<file path="src/brsc_pkg.sv">
package brsc_pkg;

    // map geometry
    localparam int MAP_BITS   = 1024;
    localparam int WORD_BITS  = 64;
    localparam int NUM_WORDS  = MAP_BITS / WORD_BITS;
    localparam int WORD_IDX_W = $clog2(NUM_WORDS);
    localparam int BIT_IDX_W  = $clog2(WORD_BITS);

    // field widths
    localparam int KIND_W = 2;
    localparam int POS_W  = 10;
    localparam int LEN_W  = 11;
    localparam int CFG_W  = 11;

    // configuration port
    localparam int DATA_W  = 32;
    localparam int PADDR_W = 3;
    localparam logic [PADDR_W-3:0] CFG_IDX_BITS_IN_USE = 1'b0;
    localparam logic [CFG_W-1:0]   BITS_IN_USE_RESET   = 11'd1024;

    // request kinds
    localparam logic [KIND_W-1:0] KIND_SET   = 2'd0;
    localparam logic [KIND_W-1:0] KIND_CLEAR = 2'd1;
    localparam logic [KIND_W-1:0] KIND_FIND  = 2'd2;

    localparam logic [WORD_BITS-1:0] ALL_ONES = {WORD_BITS{1'b1}};

    typedef struct packed {
        logic [KIND_W-1:0] kind;
        logic [POS_W-1:0]  start_bit;
        logic [LEN_W-1:0]  run_length;
    } req_word_t;

    typedef struct packed {
        logic             found;
        logic [POS_W-1:0] position;
    } rsp_word_t;

    typedef struct packed {
        logic                  en;
        logic [WORD_IDX_W-1:0] addr;
    } mem_rd_t;

    typedef struct packed {
        logic                  en;
        logic [WORD_IDX_W-1:0] addr;
        logic [WORD_BITS-1:0]  data;
    } mem_wr_t;

    typedef struct packed {
        logic      done;
        rsp_word_t word;
    } seq_res_t;

    typedef enum logic [1:0] {
        ST_IDLE,
        ST_SCAN,
        ST_FINISH
    } seq_state_t;

endpackage

</file>
<file path="src/brsc_mem.sv">
module brsc_mem
    import brsc_pkg::*;
(
    input  logic                 clk,
    input  logic                 rst_n,
    input  mem_rd_t              rd,
    input  mem_wr_t              wr,
    output logic [WORD_BITS-1:0] rd_data
);

    logic [WORD_BITS-1:0] mem [NUM_WORDS];
    logic [NUM_WORDS-1:0] valid_reg;
    logic [WORD_BITS-1:0] rd_word_reg;
    logic                 rd_hit_reg;

    // per-entry written flags, cleared at reset so the map reads as zero
    always_ff @(posedge clk or negedge rst_n)
    begin
        if (!rst_n)
        begin
            valid_reg <= '0;
        end
        else if (wr.en)
        begin
            valid_reg[wr.addr] <= 1'b1;
        end
    end

    // write port
    always_ff @(posedge clk)
    begin
        if (wr.en)
        begin
            mem[wr.addr] <= wr.data;
        end
    end

    // registered read port
    always_ff @(posedge clk)
    begin
        if (rd.en)
        begin
            rd_word_reg <= mem[rd.addr];
            rd_hit_reg  <= valid_reg[rd.addr];
        end
    end

    assign rd_data = rd_hit_reg ? rd_word_reg : '0;

`ifndef NO_ASSERTIONS
    // a written entry stays marked
    a_valid_sticky: assert property (@(posedge clk) disable iff (!rst_n)
        wr.en |=> valid_reg[$past(wr.addr)])
        else $error("written entry lost its valid flag");
`endif

endmodule

</file>
<file path="src/brsc_seq.sv">
module brsc_seq
    import brsc_pkg::*;
(
    input  logic                 clk,
    input  logic                 rst_n,
    input  logic                 req_take,
    input  req_word_t            req,
    input  logic [CFG_W-1:0]     bits_in_use,
    input  logic                 slot_free,
    input  logic [WORD_BITS-1:0] rd_data,
    output logic                 busy,
    output seq_res_t             res,
    output mem_rd_t              mem_rd,
    output mem_wr_t              mem_wr
);

    seq_state_t            state_reg, state_next;
    logic [KIND_W-1:0]     kind_reg, kind_next;
    logic [POS_W-1:0]      start_reg, start_next;
    logic [POS_W-1:0]      last_reg, last_next;
    logic [WORD_IDX_W-1:0] word_reg, word_next;
    logic                  found_reg, found_next;
    logic [POS_W-1:0]      pos_reg, pos_next;

    logic [LEN_W:0]         run_end;
    logic [LEN_W-1:0]       run_end_clip;
    logic [CFG_W-1:0]       limit;
    logic                   run_ok;
    logic                   find_ok;
    logic [WORD_BITS-1:0]   lo_mask;
    logic [WORD_BITS-1:0]   hi_mask;
    logic [WORD_BITS-1:0]   span;
    logic [WORD_BITS-1:0]   cand;
    logic [BIT_IDX_W-1:0]   low_idx;
    logic                   is_last;
    logic                   is_find;

    // request decode: clipped run end and search limit
    always_comb
    begin
        run_end      = {2'b00, req.start_bit} + {1'b0, req.run_length};
        run_end_clip = (run_end > (LEN_W+1)'(MAP_BITS)) ? LEN_W'(MAP_BITS)
                                                        : run_end[LEN_W-1:0];
        limit        = bits_in_use[CFG_W-1] ? CFG_W'(MAP_BITS) : bits_in_use;
        run_ok       = (req.run_length != '0);
        find_ok      = (limit != '0) && ({1'b0, req.start_bit} < limit);
    end

    // masks for the word being processed
    always_comb
    begin
        is_last = (word_reg == last_reg[POS_W-1 -: WORD_IDX_W]);
        lo_mask = (word_reg == start_reg[POS_W-1 -: WORD_IDX_W])
                  ? (ALL_ONES << start_reg[BIT_IDX_W-1:0]) : ALL_ONES;
        hi_mask = is_last
                  ? (ALL_ONES >> (BIT_IDX_W'(WORD_BITS - 1) - last_reg[BIT_IDX_W-1:0]))
                  : ALL_ONES;
        span    = lo_mask & hi_mask;
        cand    = ~rd_data & span;
        is_find = (kind_reg == KIND_FIND);
    end

    // lowest zero bit of the candidate word
    always_comb
    begin
        low_idx = '0;
        for (int i = WORD_BITS - 1; i >= 0; i--)
        begin
            if (cand[i])
            begin
                low_idx = BIT_IDX_W'(i);
            end
        end
    end

    // state and request registers
    always_ff @(posedge clk or negedge rst_n)
    begin
        if (!rst_n)
        begin
            state_reg <= ST_IDLE;
        end
        else
        begin
            state_reg <= state_next;
        end
    end

    always_ff @(posedge clk)
    begin
        kind_reg  <= kind_next;
        start_reg <= start_next;
        last_reg  <= last_next;
        word_reg  <= word_next;
        found_reg <= found_next;
        pos_reg   <= pos_next;
    end

    // sequencer: read a word, update or search it, write back (set and clear only), move on
    always_comb
    begin
        state_next  = state_reg;
        kind_next   = kind_reg;
        start_next  = start_reg;
        last_next   = last_reg;
        word_next   = word_reg;
        found_next  = found_reg;
        pos_next    = pos_reg;
        mem_rd      = '0;
        mem_wr      = '0;
        busy        = 1'b1;
        res         = '0;
        res.word    = '{found: found_reg, position: pos_reg};

        unique case (state_reg)
            ST_IDLE:
            begin
                busy = 1'b0;
                if (req_take)
                begin
                    kind_next  = req.kind;
                    start_next = req.start_bit;
                    word_next  = req.start_bit[POS_W-1 -: WORD_IDX_W];
                    found_next = 1'b0;
                    pos_next   = '0;
                    mem_rd.addr = req.start_bit[POS_W-1 -: WORD_IDX_W];
                    unique case (req.kind) inside
                        KIND_SET, KIND_CLEAR:
                        begin
                            last_next  = POS_W'(run_end_clip - LEN_W'(1));
                            mem_rd.en  = run_ok;
                            state_next = run_ok ? ST_SCAN : ST_FINISH;
                        end
                        KIND_FIND:
                        begin
                            last_next  = POS_W'(limit - CFG_W'(1));
                            mem_rd.en  = find_ok;
                            state_next = find_ok ? ST_SCAN : ST_FINISH;
                        end
                        default:
                        begin
                            state_next = ST_FINISH;
                        end
                    endcase
                end
            end

            ST_SCAN:
            begin
                if (is_find)
                begin
                    if (cand != '0)
                    begin
                        found_next = 1'b1;
                        pos_next   = {word_reg, low_idx};
                        state_next = ST_FINISH;
                    end
                    else if (is_last)
                    begin
                        state_next = ST_FINISH;
                    end
                    else
                    begin
                        mem_rd.en   = 1'b1;
                        mem_rd.addr = word_reg + WORD_IDX_W'(1);
                        word_next   = word_reg + WORD_IDX_W'(1);
                    end
                end
                else
                begin
                    mem_wr.en   = 1'b1;
                    mem_wr.addr = word_reg;
                    mem_wr.data = (kind_reg == KIND_SET) ? (rd_data | span)
                                                         : (rd_data & ~span);
                    if (is_last)
                    begin
                        state_next = ST_FINISH;
                    end
                    else
                    begin
                        mem_rd.en   = 1'b1;
                        mem_rd.addr = word_reg + WORD_IDX_W'(1);
                        word_next   = word_reg + WORD_IDX_W'(1);
                    end
                end
            end

            ST_FINISH:
            begin
                res.done = 1'b1;
                if (slot_free)
                begin
                    state_next = ST_IDLE;
                end
            end

            default:
            begin
                state_next = ST_IDLE;
            end
        endcase
    end

`ifndef NO_ASSERTIONS
    // the walk never passes the last word of the run or search
    a_walk_bound: assert property (@(posedge clk) disable iff (!rst_n)
        (state_reg == ST_SCAN) |-> (word_reg <= last_reg[POS_W-1 -: WORD_IDX_W]))
        else $error("word walk passed its last word");

    // read and write-back never hit the same word in one cycle
    a_no_rw_clash: assert property (@(posedge clk) disable iff (!rst_n)
        (mem_rd.en && mem_wr.en) |-> (mem_rd.addr != mem_wr.addr))
        else $error("read and write to the same word");

    // a delivered result frees the sequencer
    a_finish_idle: assert property (@(posedge clk) disable iff (!rst_n)
        (res.done && slot_free) |=> (state_reg == ST_IDLE))
        else $error("sequencer did not return to idle");

    // set and clear never report a hit
    a_no_hit_on_run: assert property (@(posedge clk) disable iff (!rst_n)
        (res.done && (kind_reg != KIND_FIND)) |-> !res.word.found)
        else $error("run request reported a found bit");
`endif

endmodule

</file>
<file path="src/bitmap_range_set_clear_find_zero.sv">
// channel  direction  word                                  handshake
// req      in         kind, start_bit, run_length            req_valid / req_stall
// rsp      out        found, position                        rsp_valid / rsp_stall
// cfg      in         bits_in_use at byte address 0          APB, pready tied high
//
// an item walks the map words of its run or search (1 to 16), or none when
// there is nothing to walk; the single read port of the word memory
// paces the walk at one word per cycle
// req_stall is high while an item is in work; the result waits in the output
// register, so the next item may start while rsp_stall holds it
// reset clears the map and loads bits_in_use with 1024
module bitmap_range_set_clear_find_zero
    import brsc_pkg::*;
(
    input  logic               clk,
    input  logic               rst_n,
    input  logic               req_valid,
    output logic               req_stall,
    input  req_word_t          req,
    output logic               rsp_valid,
    input  logic               rsp_stall,
    output rsp_word_t          rsp,
    input  logic               psel,
    input  logic               penable,
    input  logic               pwrite,
    input  logic [PADDR_W-1:0] paddr,
    input  logic [DATA_W-1:0]  pwdata,
    output logic [DATA_W-1:0]  prdata,
    output logic               pready
);

    logic [CFG_W-1:0]     bits_in_use_reg;
    logic                 rsp_valid_reg, rsp_valid_next;
    rsp_word_t            rsp_reg;
    logic                 busy;
    logic                 req_take;
    logic                 slot_free;
    logic                 cfg_write;
    logic                 cfg_hit;
    seq_res_t             res;
    mem_rd_t              mem_rd;
    mem_wr_t              mem_wr;
    logic [WORD_BITS-1:0] rd_data;

    // configuration register
    assign pready    = 1'b1;
    assign cfg_hit   = (paddr[PADDR_W-1:2] == CFG_IDX_BITS_IN_USE);
    assign cfg_write = psel && penable && pwrite && pready;
    assign prdata    = cfg_hit ? DATA_W'(bits_in_use_reg) : '0;

    always_ff @(posedge clk or negedge rst_n)
    begin
        if (!rst_n)
        begin
            bits_in_use_reg <= BITS_IN_USE_RESET;
        end
        else if (cfg_write && cfg_hit)
        begin
            bits_in_use_reg <= pwdata[CFG_W-1:0];
        end
    end

    // input handshake
    assign req_stall = busy;
    assign req_take  = req_valid && !busy;

    // output register
    assign slot_free      = !rsp_valid_reg || !rsp_stall;
    assign rsp_valid_next = res.done ? 1'b1 : (rsp_valid_reg && rsp_stall);

    always_ff @(posedge clk or negedge rst_n)
    begin
        if (!rst_n)
        begin
            rsp_valid_reg <= 1'b0;
        end
        else if (slot_free)
        begin
            rsp_valid_reg <= rsp_valid_next;
        end
    end

    always_ff @(posedge clk)
    begin
        if (res.done && slot_free)
        begin
            rsp_reg <= res.word;
        end
    end

    assign rsp_valid = rsp_valid_reg;
    assign rsp       = rsp_reg;

    brsc_seq u_seq (
        .clk         (clk),
        .rst_n       (rst_n),
        .req_take    (req_take),
        .req         (req),
        .bits_in_use (bits_in_use_reg),
        .slot_free   (slot_free),
        .rd_data     (rd_data),
        .busy        (busy),
        .res         (res),
        .mem_rd      (mem_rd),
        .mem_wr      (mem_wr)
    );

    brsc_mem u_mem (
        .clk     (clk),
        .rst_n   (rst_n),
        .rd      (mem_rd),
        .wr      (mem_wr),
        .rd_data (rd_data)
    );

`ifndef NO_ASSERTIONS
    // an accepted item holds off the next one
    a_take_busy: assert property (@(posedge clk) disable iff (!rst_n)
        (req_valid && !req_stall) |=> req_stall)
        else $error("input not stalled after accepting an item");

    // a finished result is never dropped by the output register
    a_res_loaded: assert property (@(posedge clk) disable iff (!rst_n)
        (res.done && slot_free) |=> rsp_valid)
        else $error("finished result not presented");

    // the memory is never written between items
    a_mem_quiet: assert property (@(posedge clk) disable iff (!rst_n)
        (!busy) |-> !mem_wr.en)
        else $error("memory write while idle");
`endif

endmodule

</file>
<file path="config.mk">
export PLATFORM = sky130hd
export DESIGN_NAME = bitmap_range_set_clear_find_zero
export DESIGN_NICKNAME = d
export VERILOG_FILES = /design/src/brsc_pkg.sv /design/src/brsc_mem.sv /design/src/brsc_seq.sv /design/src/bitmap_range_set_clear_find_zero.sv
export SDC_FILE = /design/constraint.sdc
export NUM_CORES = 1
export LEC_CHECK = 0
export BUFFER_PORTS_ARGS = -buffer_cell sky130_fd_sc_hd__buf_2
export CORE_MARGIN = 5
export CORE_UTILIZATION = 35
export DETAILED_ROUTE_END_ITERATION = 7
export PLACE_DENSITY_LB_ADDON = 0.05
export RECOVER_POWER = 100
export SYNTH_ARGS = -nofsm -noshare
export SYNTH_HDL_FRONTEND = slang
export SYNTH_SLANG_ARGS = --single-unit
</file>
<file path="constraint.sdc">
create_clock -name clk -period 10 [get_ports clk]
set_clock_uncertainty 0.2 [all_clocks]
set_input_delay 1.5 -clock clk [delete_from_list [all_inputs] [get_ports clk]]
set_output_delay 1.5 -clock clk [all_outputs]
set_load 0.05 [all_outputs]
</file>
# Word-level counts from Yosys, hierarchy flattened
# Memory sizes are Yosys's and may differ from the RTL's. A register that Yosys moved wholly into a read port is not among the register bits.
# Cells that the tools add are included.
[op_classes]
add_sub_neg = 5
order_cmp = 5
eq_ne = 12
shifts = 2
mux = 111
bitwise_logic = 8
n_reduce_logical = 25
[ops]
columns = ["cell", "n"]
rows = [
  ["two-way mux 6 bit", 64],
  ["two-way mux 64 bit", 4],
  ["bitwise AND 64 bit", 3],
  ["two-way mux 69 bit", 2],
  ["inverter 64 bit", 2],
  ["bitwise OR 64 bit", 1],
  ["nonzero test 64 bit", 1],
  ["<< shifter 64 x 6 -> 64 bit, first input constant", 1],
  ["right shift 64 x 6 -> 64 bit, first input constant", 1],
  ["two-way mux 10 bit", 4],
  ["case mux 10 bit (2 select lines)", 2],
  ["two-way mux 11 bit", 2],
  ["nonzero test 11 bit", 2],
  ["two-way mux 5 bit", 4],
  ["subtractor 10 x 1 -> 10 bit, second input constant", 2],
  ["two-way mux 4 bit", 4],
  ["bitwise OR 16 bit", 1],
  ["two-way mux 2 bit", 7],
  ["adder 10 x 11 -> 12 bit", 1],
  ["> comparator 12 x 11 -> 1 bit, second input constant", 1],
  ["less-than comparator 10 x 11 -> 1 bit", 1],
  ["less-than comparator 4 x 5 -> 1 bit, second input constant", 2],
  ["two-way mux 1 bit", 10],
  ["case mux 5 bit (2 select lines)", 1],
  ["25 further kinds", 45],
]
[totals]
reg_bits = 79
mem_bits_rw = 1024
output_inout_bits = 46
n_memories = 1
[memory_table]
columns = ["memory", "depth", "word_bits", "read_ports", "rd_ports_with_merged_regs", "wr", "line_no", "source"]
rows = [
  ["u_mem.mem", 16, 64, 1, 1, 1, "brsc_mem.sv:11", "logic [WORD_BITS-1:0] mem [NUM_WORDS];"],
]

# Depth between registers and ports, before layout
[logic_depth]
ltp_word = 72
ltp_mapped = 20
mapped_depth_nobuf = 19

# Modules after synthesis
# Synthesis repeated with hierarchy kept, for this count alone.
[unflattened]
hier_cells = 2774
hier_area_um2 = 49273.5
[modules_own_cells]
columns = ["module", "instances", "cells_each", "area_per_inst_um2", "seq_area_each_um2"]
rows = [
  ["brsc_mem", 1, 1760, 41340.9, 33101.7],
  ["brsc_seq", 1, 938, 6835.3, 1161.1],
  ["bitmap_range_set_clear_find_zero", 1, 76, 1097.3, 631.9],
]

# Least setup slack after synthesis
# OpenSTA, ideal clock, no wires.
[synth_timing]
path_type = "input-to-reg"
from = "input port req[11] in the netlist's numbering"
to = "register u_mem.rd_hit_reg (enable)"
arrival_ps = 8100
setup_slack_ps = 1122
path_stages = 11
cell_sequence = "or3b_2 a21o_1 a21o_1 a21o_1 a21o_1 a21o_1 a21o_1 a211o_1 a211oi_1 o21ai_0 o21ai_0"
[synth_rtl]
columns = ["element", "line_no", "source"]
rows = [
  ["start: declaration", "bitmap_range_set_clear_find_zero.sv:19", "input req_word_t req,"],
  ["end signal: assignment", "brsc_mem.sv:44", "rd_hit_reg <= valid_reg[rd.addr];"],
  ["end: declaration", "brsc_mem.sv:14", "logic rd_hit_reg;"],
]

# Final worst setup path
[layout_timing]
from = "register u_seq.word_reg[2]"
to = "register u_mem.rd_word_reg[32] (read register of u_mem.mem) (data pin)"
[layout_between]
elab_chain_len = 8
word_cells_on_any_way = 12
[layout_lines]
columns = ["element", "line_no", "source"]
rows = [
  ["start: declaration", "brsc_seq.sv:21", "logic [WORD_IDX_W-1:0] word_reg, word_next;"],
  ["start signal: assignment", "brsc_seq.sv:94", "word_reg <= word_next;"],
  ["equality test 4 bit, on equally long branches", "brsc_seq.sv:53, brsc_seq.sv:52", ""],
  ["two-way mux 64 bit, on equally long branches", "brsc_seq.sv:54, brsc_seq.sv:56", ""],
  ["bitwise AND 64 bit", "brsc_seq.sv:58", "span = lo_mask & hi_mask;"],
  ["bitwise AND 64 bit", "brsc_seq.sv:59", "cand = ~rd_data & span;"],
  ["nonzero test 64 bit", "brsc_seq.sv:152", "if (cand != '0)"],
  ["two-way mux 5 bit", "brsc_seq.sv:152", ""],
  ["two-way mux 5 bit (*)", "brsc_seq.sv:150", "if (is_find)"],
  ["case mux 5 bit (2 select lines) (*)", "brsc_seq.sv:115", "unique case (state_reg)"],
  ["end: declaration", "brsc_mem.sv:13", "logic [WORD_BITS-1:0] rd_word_reg;"],
]
# Every way passes the cells marked *; elsewhere a longest branch is shown, timed or not.
# A chain may end at the register's enable or synchronous reset.

==> summary.txt <==
Clock tree
  • Reg clk slew, reported paths: roughly 0.060 ns
  • Setup Fix Bufs, Post-CTS: 0
  • Hold buffer count at CTS: 0
  • Clk root buf: clkbuf_16
  • CTS tree: yes
  • Clk buf depth: 3
  • H-tree levels: 4
  • Clk_lat worst skew: between 0.7 and 0.8 ns
  • CTS sink count: 1,167
  • Post-cts gate resize count: 0
  • Cts bufs inserted: about 130

Detailed routing
  • DRC Markers: 0
  • Vias per cell: 5.95
  • Iteration count of the initial detailed-routing pass: 6
  • Initial DRC Count: 2,952
  • DRT antenna net count: 0
  • Detailed Route WL: ~170 mm
  • Vias: 34,700
  • WL per Instance: just under 30 um

Die
  • FP Rows: 140
  • Initial core utilization: 0.352
  • Core area: 0.146 mm2
  • Die area: about 0.15 mm2
  • Die Y: 393 um
  • I/O pin count: approximately 110
  • Die X: approximately 400 um

Placed design
  • Post-DP HPWL: 89.8 mm
  • Placed Cells: 5,599
  • Routability Congestion: roughly 0.9
  • I/O Buffers: 65
  • Pre-CTS setup slack: 2.27 ns
  • Placed Instance Area: 0.0534 mm2

Global route
  • First-pass GRT wire length: 246 mm
  • Total global-route track usage: 0.218
  • Vias in the first global route: 33,900
  • GRT overflow: 0
  • Number of antenna violations at the first check in global routing: 1
  • Largest net degree at the start of global routing: 200

Logic synthesis
  • Mapped cell area: 0.0513 mm2
  • Top_reg_cell synth: edfxtp_1
  • Number of synthesized flops with an enable pin: between 1,000 and 1,500
  • #FFs+latches synth: 1,167
  • Fraction of registers with async set or reset after synthesis: 0.0257
  • Sequential area share after synthesis: 0.681
  • Post-Syn Instances: 3,858
  • Synth warnings: 0
  • Distinct cell type count after synthesis: 87
  • Syn avg cell area: 13.3 um2

Layout
  • Diode count: 0
  • Area of the multi-input gates: 0.0149 mm2
  • Area grow syn2layout: 11.7%
  • Share of cells above drive strength 1: 0.0953
  • Post-Layout Inst Area: 0.0573 mm2
  • Area occupied by registers: between 0.03 and 0.04 mm2
  • # fillers: 13,600
  • Final net count: 3,903
  • Largest register FFs: 1,024
  • Final non-filler cell total: just under 6,000
  • Final Util: 0.393

Critical path
  • Critical Path Max Stage Delay: 1.43 ns
  • Worst Path Required: 10.30 ns
  • CP Launch Type: flop
  • Setup CP Type: flop to flop
  • Setup crit end kind: flop
  • Critical path, cell by cell: xnor2_1 -> nand4_1 -> o32ai_1 -> a2bb2oi_1 -> nand4_1 -> nand4b_1 -> o41ai_4 -> a31oi_4 -> buf_12 -> buf_4 -> a221oi_1 -> a211oi_1 -> or4_1
  • CP arrival: 9.12 ns
  • CP max-delay cell: nand4_1
  • Top cell by count, worst path: nand4_1
  • CP Max Fanout: 163

STA
  • Hold Vio Cnt, Final: 0
  • Sum Neg Setup Slack: 0 ns
  • Max-slew violation count: 1,284
  • Fin crit share: 0.882
  • Final setup viols: 0
  • Fmax: 113 MHz
  • Unrepaired setup endpoints after global routing: false
  • Hold WS: 0.216 ns
  • Setup ws final: 1.18 ns
  • Worst Max-Slew Pin Slew: 3.87 ns
  • Worst relative slew slack: -1.58
  • Min cycle time layout: 8.82 ns

Run
  • Max_cap viols: 44

Power and ir drop
  • Peak supply drop: 0.361 mV
  • Cell Pwr Density: roughly 310 mW/mm2
  • Design Power: 17.9 mW
  • Pleak: roughly 18 nW

Hold path
  • Hold/Removal Path Class: flop to flop

Status
  • Outcome: finished, violations left
  • Failing checks: max-capacitance violations, max-slew violations
-- cell usage in the layout, fill, tap and decap left out, types with 25 or more instances in the layout --
master	instances
buf_2	26
nor3_1	25
and2_1	218
clkbuf_16	136
edfxtp_1	1137
a21oi_1	434
a211oi_1	201
a221oi_1	213
a221oi_2	51
nand3_1	209
or2_2	27
buf_4	31
inv_1	30
clkinv_1	29
a31oi_1	26
o21ai_0	51
dfrtp_1	29
nand2_1	242
or4_1	67
clkbuf_1	108
nor2_1	196
-- logic make-up (layout without fill, tap and decap cells) --
group / after synthesis / after routing / synth area share
compound gates: 1172 / 1172 / 0.164
flops: 1167 / 1167 / 0.681
simple gates: 1088 / 1088 / 0.109
buf+inv: 374 / 411 / 0.0335
fa+ha+maj: 22 / 22 / 0.00551
xor+xnor: 20 / 20 / 0.00437
mux: 13 / 13 / 0.00281
other cells: 2 / 22 / 0.000146
-- critical path, delay by kind of cell, from the launching register on --
kind,cells,cell delay [ns]
compound gates,6,3.32
simple gates,4,2.77
buf+inv,2,0.92
flops,1,0.71
xor+xnor,1,0.20
-- synth_stat cells, types with 8 or more instances --
| cell | n | share of area |
|---|---|---|
| a211oi_1 | 201 | 0.029 |
| a21o_1 | 21 | 0.0031 |
| a21oi_1 | 434 | 0.042 |
| a221oi_1 | 213 | 0.036 |
| a221oi_2 | 51 | 0.015 |
| a22oi_1 | 10 | 0.0015 |
| a31oi_1 | 28 | 0.0034 |
| a32o_1 | 10 | 0.0020 |
| a32oi_1 | 20 | 0.0034 |
| and2_1 | 219 | 0.027 |
| and3_1 | 8 | 0.00098 |
| buf_1 | 16 | 0.0012 |
| buf_2 | 48 | 0.0047 |
| buf_4 | 25 | 0.0037 |
| buf_6 | 21 | 0.0046 |
| clkbuf_1 | 231 | 0.017 |
| dfrtp_1 | 29 | 0.014 |
| edfxtp_1 | 1137 | 0.67 |
| ha_1 | 21 | 0.0051 |
| inv_1 | 30 | 0.0022 |
| mux2_2 | 11 | 0.0024 |
| nand2_1 | 242 | 0.018 |
| nand2b_1 | 24 | 0.0029 |
| nand3_1 | 209 | 0.020 |
| nor2_1 | 202 | 0.015 |
| nor2b_1 | 17 | 0.0021 |
| nor3_1 | 25 | 0.0024 |
| nor4_1 | 9 | 0.0011 |
| o211ai_1 | 10 | 0.0015 |
| o21a_1 | 9 | 0.0013 |
| o21ai_0 | 53 | 0.0052 |
| o22ai_1 | 13 | 0.0016 |
| o32ai_1 | 17 | 0.0029 |
| or2_2 | 27 | 0.0033 |
| or3_1 | 9 | 0.0011 |
| or4_1 | 67 | 0.0098 |
| xnor2_1 | 11 | 0.0019 |
-- layout make-up --
type,instances,share of cell area
clock buffer,172,0.0620
clock inverter,61,0.00990
inverter,33,0.00216
multi-input combinational,2337,0.260
sequential,1167,0.609
tap,1917,0.0419
timing repair buffer,145,0.0148
-- routing by layer --
metal | GRT usage | up-vias | wire length [um]
met4 | 0.0573 | 2 | 3680
met1 | 0.314 | 18200 | 79100
met2 | 0.347 | 1222 | 79100
li1 | - | 15100 | -
met5 | 0 | - | 7
met3 | 0.0336 | 223 | 9490
-- where the power goes --
| part | switching (mW) | internal, mW |
|---|---|---|
| sequential | 0.370 | 6.40 |
| clock | 1.94 | 2.71 |
| combinational | 4.78 | 1.67 |
-- path summary, 6_finish.rpt --
check | slack [ns] | from | endpoint | depth (start not counted)
setup / recovery | 1.18 | u_seq.word_reg[2] | u_mem.rd_word_reg[32] | 13
max in group asynchronous | 7.51 | rst_n | rsp_valid | 1
setup reg to reg | 1.18 | u_seq.word_reg[2] | u_mem.rd_word_reg[32] | 13
hold / removal | 0.22 | u_seq.pos_reg[3] | rsp[3] | 0
hold reg to reg | 0.22 | u_seq.pos_reg[3] | rsp[3] | 0
min in group asynchronous | 1.02 | rst_n | bits_in_use_reg[2] | 1
Power figures use the tool's default switching activity.
